==> config.mk <==
export PLATFORM = sky130hd
export DESIGN_NAME = priority_order_dispatcher
export DESIGN_NICKNAME = d
export VERILOG_FILES = /design/src/sv/pod_pkg.sv /design/src/sv/pod_cell.sv /design/src/sv/pod_div.sv /design/src/sv/priority_order_dispatcher.sv
export VERILOG_INCLUDE_DIRS = /design/src /design/src/sv
export SDC_FILE = /design/constraint.sdc
export NUM_CORES = 2
export LEC_CHECK = 0
export BUFFER_PORTS_ARGS = -buffer_cell sky130_fd_sc_hd__buf_2
export CAP_MARGIN = 10
export CORE_ASPECT_RATIO = 0.75
export CORE_MARGIN = 2
export CORE_UTILIZATION = 53
export DETAILED_ROUTE_END_ITERATION = 10
export PLACE_DENSITY = 0.7
export SYNTH_ARGS = -nofsm -noshare
export SYNTH_HDL_FRONTEND = slang
export SYNTH_SLANG_ARGS = --single-unit
==> constraint.sdc <==
create_clock -name clk_i -period 7.8 [get_ports clk_i]
set_input_delay 0.78 -clock clk_i [delete_from_list [all_inputs] [get_ports clk_i]]
set_output_delay 0.78 -clock clk_i [all_outputs]
set_load 0.005 [all_outputs]
==> src/sv/priority_order_dispatcher_macros.svh <==
// Assertion macros for the priority order dispatcher.
// Used by the top level only; expects clk_i and rst_ni in scope.
`ifndef PRIORITY_ORDER_DISPATCHER_MACROS_SVH
`define PRIORITY_ORDER_DISPATCHER_MACROS_SVH

// check cons in the same cycle as ante
`define POD_ASSERT_NOW(lbl, ante, cons, msg) \
  lbl: assert property (@(posedge clk_i) disable iff (!rst_ni) (ante) |-> (cons)) \
    else $error(msg);

// check cons in the cycle after ante
`define POD_ASSERT_NEXT(lbl, ante, cons, msg) \
  lbl: assert property (@(posedge clk_i) disable iff (!rst_ni) (ante) |=> (cons)) \
    else $error(msg);

`endif

==> src/sv/pod_pkg.sv <==
`timescale 1ns / 1ps
`default_nettype none
// Shared types and constants of the priority order dispatcher.
// No dependencies.
package pod_pkg;

  localparam int MAX_TASKS_DEF = 32;

  localparam int ID_W   = 8;
  localparam int PRIO_W = 8;
  localparam int BURST_W = 16;
  localparam int TOUT_W = 21;
  localparam int CLK_W  = 22;
  localparam int WAIT_W = 26;
  localparam int TURN_W = 27;
  localparam int FRAC_W = 8;
  localparam int AVG_W  = 29;
  localparam int DIV_W  = TURN_W + FRAC_W;

  typedef struct packed {
    logic [ID_W-1:0]    task_id;
    logic [PRIO_W-1:0]  priority_req;
    logic [BURST_W-1:0] burst;
    logic               last;
  } task_t;

  typedef struct packed {
    logic [ID_W-1:0]    task_id_res;
    logic [PRIO_W-1:0]  prio_out;
    logic [BURST_W-1:0] slice;
    logic [TOUT_W-1:0]  start_time;
    logic [TOUT_W-1:0]  completion_time;
    logic [AVG_W-1:0]   avg_wait;
    logic [AVG_W-1:0]   avg_turnaround;
    logic [AVG_W-1:0]   avg_response;
    logic               final_res;
    logic               dropped;
  } res_t;

  typedef struct packed {
    logic               valid;
    logic [ID_W-1:0]    id;
    logic [PRIO_W-1:0]  prio;
    logic [BURST_W-1:0] burst;
  } entry_t;

  typedef struct packed {
    logic ins;
    logic pop;
  } cell_ctrl_t;

endpackage
`default_nettype wire

==> src/sv/pod_cell.sv <==
`timescale 1ns / 1ps
`default_nettype none
// One slot of the sorted task chain: insert by priority, shift toward the head on pop.
// Depends on pod_pkg.
module pod_cell import pod_pkg::*; (
  input  logic       clk_i,
  input  logic       rst_ni,
  input  cell_ctrl_t ctrl_i,
  input  entry_t     new_i,
  input  entry_t     prev_i,
  input  logic       prev_keep_i,
  input  entry_t     next_i,
  output entry_t     entry_o,
  output logic       keep_o
);

  entry_t entry_q, entry_d;
  logic   keep;

  assign keep = entry_q.valid && (entry_q.prio >= new_i.prio);

  always_comb begin
    entry_d = entry_q;
    priority if (ctrl_i.pop) begin
      entry_d = next_i;
    end else if (ctrl_i.ins && !keep) begin
      if (prev_keep_i) begin
        entry_d = new_i;
        entry_d.valid = 1'b1;
      end else begin
        entry_d = prev_i;
      end
    end
  end

  always_ff @(posedge clk_i or negedge rst_ni) begin
    if (!rst_ni) begin
      entry_q <= '0;
    end else begin
      entry_q <= entry_d;
    end
  end

  assign entry_o = entry_q;
  assign keep_o  = keep;

endmodule
`default_nettype wire

==> src/sv/pod_div.sv <==
`timescale 1ns / 1ps
`default_nettype none
// Restoring divider, one quotient bit per cycle.
// Depends on pod_pkg.
module pod_div import pod_pkg::*; #(
  parameter int DW = DIV_W,
  parameter int VW = 6
) (
  input  logic          clk_i,
  input  logic          rst_ni,
  input  logic          start_i,
  input  logic [DW-1:0] dividend_i,
  input  logic [VW-1:0] divisor_i,
  output logic [DW-1:0] quot_o,
  output logic          done_o
);

  localparam int CW = $clog2(DW + 1);

  logic [DW-1:0] quot_q;
  logic [VW-1:0] rem_q;
  logic [CW-1:0] cnt_q;
  logic          run_q;
  logic          done_q;
  logic [VW:0]   trial;
  logic [VW:0]   diff;
  logic          fits;

  assign trial = {rem_q, quot_q[DW-1]};
  assign diff  = trial - {1'b0, divisor_i};
  assign fits  = trial >= {1'b0, divisor_i};

  always_ff @(posedge clk_i or negedge rst_ni) begin
    if (!rst_ni) begin
      run_q  <= 1'b0;
      done_q <= 1'b0;
      cnt_q  <= '0;
    end else begin
      done_q <= 1'b0;
      if (start_i) begin
        run_q <= 1'b1;
        cnt_q <= '0;
      end else if (run_q) begin
        cnt_q <= cnt_q + 1'b1;
        if (cnt_q == CW'(DW - 1)) begin
          run_q  <= 1'b0;
          done_q <= 1'b1;
        end
      end
    end
  end

  always_ff @(posedge clk_i) begin
    if (start_i) begin
      quot_q <= dividend_i;
      rem_q  <= '0;
    end else if (run_q) begin
      quot_q <= {quot_q[DW-2:0], fits};
      rem_q  <= fits ? diff[VW-1:0] : trial[VW-1:0];
    end
  end

  assign quot_o = quot_q;
  assign done_o = done_q;

endmodule
`default_nettype wire

==> src/sv/priority_order_dispatcher.sv <==
`timescale 1ns / 1ps
`default_nettype none
// Top level of the priority order dispatcher: cell chain, dispatch control, averaging.
// Depends on pod_pkg, pod_cell, pod_div and priority_order_dispatcher_macros.svh.
`include "priority_order_dispatcher_macros.svh"

// Tasks load one per cycle while busy is low; each is placed at once in a chain of
// MaxTasks cells kept sorted by priority, highest first, equal priorities in arrival
// order. A task arriving with the store full is dropped and flags the run. The task
// marked last raises busy; the chain then shifts one task out per cycle, giving one
// result strobe per cycle for all but the final task. The final result waits for the
// averages from two restoring dividers, one quotient bit per cycle over 35 bits. Results
// are shown for exactly one cycle on res_valid_o and cannot be held off; the next run
// may start in the cycle the final result is shown.
module priority_order_dispatcher import pod_pkg::*; #(
  parameter int MaxTasks = MAX_TASKS_DEF
) (
  input  logic  clk_i,
  input  logic  rst_ni,
  input  logic  start,
  input  task_t task_i,
  output logic  busy,
  output logic  res_valid_o,
  output res_t  res_o
);

  localparam int CntW = $clog2(MaxTasks + 1);

  typedef enum logic [1:0] {
    S_LOAD,
    S_DISP,
    S_DIV
  } state_e;

  state_e            state_q;
  logic [CntW-1:0]   count_q;
  logic [CntW-1:0]   n_q;
  logic              ovf_q;
  logic [CLK_W-1:0]  clock_q;
  logic [WAIT_W-1:0] wait_q;
  logic [TURN_W-1:0] turn_q;
  logic              div_start_q;
  logic              res_valid_q;
  res_t              res_q;

  entry_t     cell_q [MaxTasks];
  logic       keep   [MaxTasks];
  entry_t     new_entry;
  cell_ctrl_t ctrl;
  logic       accept;
  logic       full;
  logic [CLK_W-1:0] done_time;
  logic [DIV_W-1:0] quot_w;
  logic [DIV_W-1:0] quot_t;
  logic             done_w;
  logic             done_t;

  assign busy      = (state_q != S_LOAD);
  assign accept    = start && !busy;
  assign full      = (count_q == CntW'(MaxTasks));
  assign done_time = clock_q + CLK_W'(cell_q[0].burst);

  assign new_entry.valid = 1'b1;
  assign new_entry.id    = task_i.task_id;
  assign new_entry.prio  = task_i.priority_req;
  assign new_entry.burst = task_i.burst;

  assign ctrl.ins = accept && !full;
  assign ctrl.pop = (state_q == S_DISP);

  for (genvar i = 0; i < MaxTasks; i++) begin : g_cell
    entry_t prev_e;
    entry_t next_e;
    logic   prev_k;
    if (i == 0) begin : g_head
      assign prev_e = '0;
      assign prev_k = 1'b1;
    end else begin : g_body
      assign prev_e = cell_q[i-1];
      assign prev_k = keep[i-1];
    end
    if (i == MaxTasks - 1) begin : g_tail
      assign next_e = '0;
    end else begin : g_link
      assign next_e = cell_q[i+1];
    end
    pod_cell u_cell (
      .clk_i       (clk_i),
      .rst_ni      (rst_ni),
      .ctrl_i      (ctrl),
      .new_i       (new_entry),
      .prev_i      (prev_e),
      .prev_keep_i (prev_k),
      .next_i      (next_e),
      .entry_o     (cell_q[i]),
      .keep_o      (keep[i])
    );
  end

  pod_div #(.DW(DIV_W), .VW(CntW)) u_div_wait (
    .clk_i      (clk_i),
    .rst_ni     (rst_ni),
    .start_i    (div_start_q),
    .dividend_i ({1'b0, wait_q, {FRAC_W{1'b0}}}),
    .divisor_i  (n_q),
    .quot_o     (quot_w),
    .done_o     (done_w)
  );

  pod_div #(.DW(DIV_W), .VW(CntW)) u_div_turn (
    .clk_i      (clk_i),
    .rst_ni     (rst_ni),
    .start_i    (div_start_q),
    .dividend_i ({turn_q, {FRAC_W{1'b0}}}),
    .divisor_i  (n_q),
    .quot_o     (quot_t),
    .done_o     (done_t)
  );

  always_ff @(posedge clk_i or negedge rst_ni) begin
    if (!rst_ni) begin
      state_q     <= S_LOAD;
      count_q     <= '0;
      n_q         <= '0;
      ovf_q       <= 1'b0;
      clock_q     <= '0;
      wait_q      <= '0;
      turn_q      <= '0;
      div_start_q <= 1'b0;
      res_valid_q <= 1'b0;
      res_q       <= '0;
    end else begin
      div_start_q <= 1'b0;
      res_valid_q <= 1'b0;
      unique case (state_q)
        S_LOAD: begin
          if (accept) begin
            if (full) begin
              ovf_q <= 1'b1;
              n_q   <= count_q;
            end else begin
              count_q <= count_q + 1'b1;
              n_q     <= count_q + 1'b1;
            end
            if (task_i.last) begin
              state_q <= S_DISP;
            end
          end
        end
        S_DISP: begin
          clock_q                     <= done_time;
          wait_q                      <= wait_q + WAIT_W'(clock_q);
          turn_q                      <= turn_q + TURN_W'(done_time);
          count_q                     <= count_q - 1'b1;
          res_q.task_id_res           <= cell_q[0].id;
          res_q.prio_out              <= cell_q[0].prio;
          res_q.slice                 <= cell_q[0].burst;
          res_q.start_time            <= clock_q[TOUT_W-1:0];
          res_q.completion_time       <= done_time[TOUT_W-1:0];
          res_q.avg_wait              <= '0;
          res_q.avg_turnaround        <= '0;
          res_q.avg_response          <= '0;
          res_q.final_res             <= 1'b0;
          res_q.dropped               <= ovf_q;
          if (count_q == CntW'(1)) begin
            div_start_q <= 1'b1;
            state_q     <= S_DIV;
          end else begin
            res_valid_q <= 1'b1;
          end
        end
        S_DIV: begin
          if (done_w && done_t) begin
            res_q.avg_wait       <= quot_w[AVG_W-1:0];
            res_q.avg_turnaround <= quot_t[AVG_W-1:0];
            res_q.avg_response   <= quot_w[AVG_W-1:0];
            res_q.final_res      <= 1'b1;
            res_valid_q          <= 1'b1;
            ovf_q                <= 1'b0;
            clock_q              <= '0;
            wait_q               <= '0;
            turn_q               <= '0;
            state_q              <= S_LOAD;
          end
        end
        default: begin
          state_q <= S_LOAD;
        end
      endcase
    end
  end

  assign res_valid_o = res_valid_q;
  assign res_o       = res_q;

  `POD_ASSERT_NEXT(a_last_busy, accept && task_i.last, busy, "last transfer did not raise busy")
  `POD_ASSERT_NOW(a_disp_head, state_q == S_DISP, cell_q[0].valid, "dispatch from empty chain")
  `POD_ASSERT_NOW(a_final_idle, res_valid_o && res_o.final_res, !busy, "final result while busy")

endmodule
`default_nettype wire
# After elaboration in Yosys (flattened, before gate mapping)
# Cells that the tools add are included.
[totals]
register_bits = 1409
in_bits = 36
output_inout_bits = 165
elab_cells = 500
[classes]
n_addsub = 9
n_lt_le_gt_ge = 34
eq_ne = 11
n_mux = 142
n_reduce_logical = 145
[op_table]
columns = ["cell", "n"]
rows = [
  ["33-bit 2-to-1 mux", 95],
  ["8-bit greater-or-equal comparator", 32],
  ["88-bit case mux with 2 select lines", 1],
  ["88-bit 2-to-1 mux", 1],
  ["2-bit nonzero test", 38],
  ["35-bit 2-to-1 mux", 2],
  ["34-bit 2-to-1 mux", 2],
  ["1-bit logical AND", 67],
  ["27-bit case mux with 2 select lines", 1],
  ["26-bit case mux with 2 select lines", 1],
  ["6-bit 2-to-1 mux", 8],
  ["22-bit case mux with 2 select lines", 1],
  ["1-bit logical NOT", 34],
  ["27-bit by 22-bit adder with 27-bit output", 1],
  ["27-bit 2-to-1 mux", 1],
  ["26-bit by 22-bit adder with 26-bit output", 1],
  ["26-bit 2-to-1 mux", 1],
  ["22-bit by 16-bit adder with 22-bit output", 1],
  ["22-bit 2-to-1 mux", 1],
  ["1-bit 2-to-1 mux", 19],
  ["6-bit by 1-bit adder with 6-bit output, second input constant", 3],
  ["6-bit equality test, second input constant", 3],
  ["7-bit by 6-bit greater-or-equal comparator with 1-bit output", 2],
  ["6-bit case mux with 2 select lines", 1],
  ["other kinds (13)", 24],
]

# Longest topological paths before layout
[depth]
word_depth = 7
depth_mapped = 17
mapped_depth_nobuf = 16

# Cells and area by module
# From an unflattened synthesis, not the netlist that was laid out.
[hier_totals]
hier_cells = 9938
hier_area_um2 = 101662.5
[by_module_without_submodules]
columns = ["module", "instances", "cells_each", "area_each_um2", "seq_area_each_um2"]
rows = [
  ["pod_cell (g_cell[0].u_cell ...)", 24, 259, 2636.3, 825.8],
  ["pod_cell (g_cell[31].u_cell ...)", 8, 259, 2646.3, 825.8],
  ["priority_order_dispatcher", 1, 1284, 12399.4, 5655.4],
  ["pod_div", 2, 183, 2411.1, 1371.3],
]

# Worst setup path before layout
# No wires, ideal clock.
[synth_timing]
path_kind = "reg-to-reg"
from = "reg clock_q[0]"
to = "reg turn_q[23]"
setup_time_ns = 0.130
t_arrival_ns = 3.885
required_ns = 7.670
setup_slack_ns = 3.785
stages_incl_launch_ff = 18
n_path_buf = 1
period_less_slack_ns = 4.015
path_cell_list = "dfrtp_1 -> ha_1 -> fa_1 -> a21o_1 -> a31o_2 -> a31o_1 -> a21oi_2 -> o21ai_1 -> xor2_1 -> ha_1 -> clkbuf_1 -> nand4_1 -> or4_1 -> nor3_1 -> or3_1 -> a31oi_1 -> o211ai_1 -> o31ai_1"
[synth_between]
elab_chain_len = 3
[synth_rtl]
columns = ["item", "line_no", "source"]
rows = [
  ["start, declared", "priority_order_dispatcher.sv:39", "logic [CLK_W-1:0] clock_q;"],
  ["start signal, assigned", "priority_order_dispatcher.sv:151", "clock_q <= done_time;"],
  ["22-bit by 16-bit adder with 22-bit output", "priority_order_dispatcher.sv:61", "assign done_time = clock_q + CLK_W'(cell_q[0].burst);"],
  ["named net done_time[14]", "priority_order_dispatcher.sv:52", "logic [CLK_W-1:0] done_time;"],
  ["27-bit by 22-bit adder with 27-bit output", "priority_order_dispatcher.sv:153", "turn_q <= turn_q + TURN_W'(done_time);"],
  ["27-bit case mux with 2 select lines", "priority_order_dispatcher.sv:135", "unique case (state_q)"],
  ["end signal, assigned", "priority_order_dispatcher.sv:153", ""],
  ["end, declared", "priority_order_dispatcher.sv:41", "logic [TURN_W-1:0] turn_q;"],
]
# The timed path passes the listed nets, and every way through them passes these cells.
# A chain may end at the register's enable or synchronous reset.

# Worst setup path after layout
# Ends and elaborated chain as after synthesis.

==> impl_metrics.py <==
metrics = {
    "detailed_routing": {
        "routed_wl_um": 227000,
        "route.met3.wl_um": 23600,
        "post_drt_wl_per_cell_um": 24.9,
        "via_count": 60669,
        "via_per_inst": 6.66,
        "dr.pass1.iters": 6,
        "highest_layer": "met4",
        "wl_met2_um": 96800,
        "drc": 0,
        "wl_met1_um": 103000,
        "drtIter0Drc": 6709,
        "ant_nets": 0,
    },
    "yosys": {
        "ys_top_cells_by_area": "dfrtp_1 43%, mux2i_1 14%, o22ai_1 6.7%, a21oi_1 6.3%, ha_1 5.6%",
        "synth_compound_area_share_pct": 20.3,
        "async_reset_ff_share_pct": 94.1,
        "synth.yosys.warnings": 0,
        "seq_area_frac_synth_pct": 46.1,
        "avgSynthCellArea_um2": 10.3,
        "synth_top_family_by_area": "compound AO/OA/AOI/OAI gates",
        "synth_edf_count": 53,
        "synth_nets": 7707,
        "yosys.area.top_type": "dfrtp_1",
        "synth.area.mux_share_pct": 16.6,
        "synthXorXnorAreaFrac_pct": 0.920,
        "synthCells": 7327,
        "synth-main-ff-cell": "dfrtp_1",
        "synth.distinct_cells": 82,
        "ys_ff_latch": 1380,
        "synth.cell_area_um2": 75200,
        "synth_top_area_share_pct": 43.2,
        "yosys.area_share.simple_pct": 5.75,
        "synth_fa_ha_area_share_pct": 5.77,
    },
    "cts": {
        "clock_latency_ns": 0.80,
        "path_clk_slew_ns": 0.06,
        "post_cts_resized": 0,
        "clock_sink_count": 1380,
        "post_cts_buffers": 0,
        "cts_tree": "built",
        "cts-hold-fix-buffers": 1,
        "numCtsBuffers": 139,
        "cts-root-buf": "clkbuf_16",
        "htree_levels": 4,
        "clock_path_buffers": 3,
    },
    "placement": {
        "gp_routability_congestion": 0.912,
        "hpwl_um": 150000,
        "numPortBuffers": 200,
    },
    "cells_and_area": {
        "final_nets": 7501,
        "multi_input_area_um2": 37400,
        "drive_gt1_share_pct": 11.9,
        "fillers": 11859,
        "areaGrowthSynthToFinish_pct": 8.40,
        "register_area_um2": 34700,
    },
    "grt": {
        "grt-ovfl-total": 0,
        "grt_pass1_wl_um": 355000,
        "grt_antenna_before_repair": 8,
        "grt_use_total_pct": 30.9,
        "grt_start_max_net_pins": 226,
        "grt_pass1_vias": 59781,
    },
    "floorplanning": {
        "io-pin-count": 201,
        "die_w_um": 439,
        "dieArea_um2": 145000,
        "start_util_pct": 53.5,
        "core_um2": 141000,
        "num_rows": 119,
        "fp.dieH_um": 330,
    },
    "setup_path": {
        "path_class": "flop to flop",
        "crit_path_start_kind": "flop",
        "critPathRequiredTime_ns": 8.49,
        "crit_path_end_kind": "flop",
        "worstPathArrival_ns": 5.80,
        "critPathMaxFanout": 7,
    },
    "timing": {
        "tightest_slew_ns": 1.31,
        "rsz0062_at_grt": "false",
        "hold_viol_final": 0,
        "tns_ns": 0,
        "slew_viol_final": 0,
        "fin_crit_ns": 5.11,
        "finalSetupViolCount": 0,
        "fmax_mhz": 196,
        "max_slew_margin_pct": 12.7,
        "finalCritPeriodShare_pct": 65.5,
        "clock_skew_ns": 0.0327,
    },
    "power": {
        "ir_worst_vdd_mv": 0.302,
        "power_mw": 41.4,
        "powerDensity_nw_per_um2": 508,
        "leakage_nw": 34.1,
    },
    "hold_path": {
        "min_path_type": "flop to flop",
    },
    "outcome": {
        "outcome": "complete, no violations",
    },
    "run": {
        "drv_cap": 0,
    },
}
synthesized netlist by cell type (all sizes together), types with 40 or more instances:
cell type     n
a211oi       41
a21oi       948
a221oi       50
a22o         64
a31oi        73
buf         273
clkbuf      410
dfrtp      1298
edfxtp       53
ha          339
inv         131
mux2        203
mux2i      1020
nand2       475
nand3       120
nor2        118
nor3         67
o21ai       335
o22ai       802
xor2         40
worst max-delay path, cell delays in order, from the launching register on:
cell,delay [ns]
dfrtp_1,0.44
ha_1,0.28
fa_1,0.43
a21o_1,0.21
a31o_2,0.30
a31o_1,0.23
a21oi_2,0.28
o21ai_1,0.11
xor2_1,0.49
ha_1,0.47
a21oi_1,0.23
o21ai_1,0.10
a41o_1,0.22
or3_1,0.49
a31oi_1,0.46
o211ai_1,0.14
o31ai_1,0.11
power breakdown:
group / internal, mW / total [mW] / switching (mW)
combinational: 8.64 / 21.1 / 12.4
clock: 3.67 / 6.62 / 2.95
sequential: 10.4 / 13.7 / 3.31
total: 22.7 / 41.4 / 18.7
registers in the layout, indices dropped and copies added, names as in the netlist, 22 cells and up:
| name | flops |
|---|---|
| g_cell.u_cell.entry_o | 1056 |
| res_o | 134 |
| u_div_turn.quot_o | 35 |
| u_div_wait.quot_o | 35 |
| turn_q | 27 |
| wait_q | 26 |
| clock_q | 22 |
layer usage:
layer	up-vias	track usage [%]
met1	30728	46.2
met5	-	0
met2	2565	44.0
met4	0	7.34
met3	329	8.94
li1	27047	-
worst paths after layout:
| path | startpoint | endpoint | slack [ns] | depth (start not counted) |
|---|---|---|---|---|
| max reg2reg | clock_q[0] | turn_q[23] | 2.69 | 16 |
| min | u_div_wait.quot_o[5] | res_o[65] | 0.45 | 2 |
| max in group asynchronous | rst_ni | g_cell[9].u_cell.entry_o[10] | 5.10 | 4 |
| min in group asynchronous | rst_ni | res_o[74] | 0.49 | 2 |
| min reg2reg | u_div_wait.quot_o[5] | res_o[65] | 0.45 | 2 |
| max | clock_q[0] | turn_q[23] | 2.69 | 16 |
layout make-up:
cell class	count	share of cell area [%]
diodes	4	0.0123
clock inverters	43	0.357
well taps	1875	2.88
multi-input cells	5133	45.9
inverters	131	0.612
repair buffers	336	2.75
flip-flops and latches	1380	42.5
clock buffers	203	5.01
kinds of logic after synthesis:
family / after synthesis
fa+ha+maj: 344
compound gates: 2547
mux: 1223
buf+inv: 814
xor+xnor: 79
flops: 1380
simple gates: 940
through the flow:
| step | hold slack [ns] | worst slack [ns] | instances | util [%] | area, µm² |
|---|---|---|---|---|---|
| after floorplan | 0.425 | 3.78 | 7327 | - | 75200 |
| after global placement | 0.439 | 2.42 | 8845 | 54.7 | 77000 |
| after detailed placement | 0.444 | 2.32 | 8846 | 54.7 | 77000 |
| after CTS | 0.454 | 2.90 | 9093 | 57.9 | 81400 |
| after global routing | 0.475 | 2.49 | 9101 | 58.0 | 81600 |
| final | 0.454 | 2.69 | 9105 | 58.0 | 81600 |
layout by cell type (no fill, tap or decap), drive strengths merged, types with 15 or more instances in the layout:
cell type	netlist	routed
a211oi	41	41
a21o	31	31
a21oi	948	948
a221oi	50	50
a22o	64	64
a2bb2oi	31	31
a31o	28	28
a31oi	73	73
and2	31	31
buf	273	334
clkbuf	410	204
clkinv	0	39
dfrtp	1298	1298
dfxtp	29	29
edfxtp	53	53
ha	339	339
inv	131	133
mux2	203	203
mux2i	1020	1020
nand2	475	475
nand2b	39	39
nand3	120	120
nand4	32	32
nor2	118	118
nor3	67	67
o21a	15	15
o21ai	335	335
o21bai	28	28
o22ai	802	802
o2bb2ai	35	35
xnor2	39	39
xor2	40	40
Power figures use the tool's default switching activity.
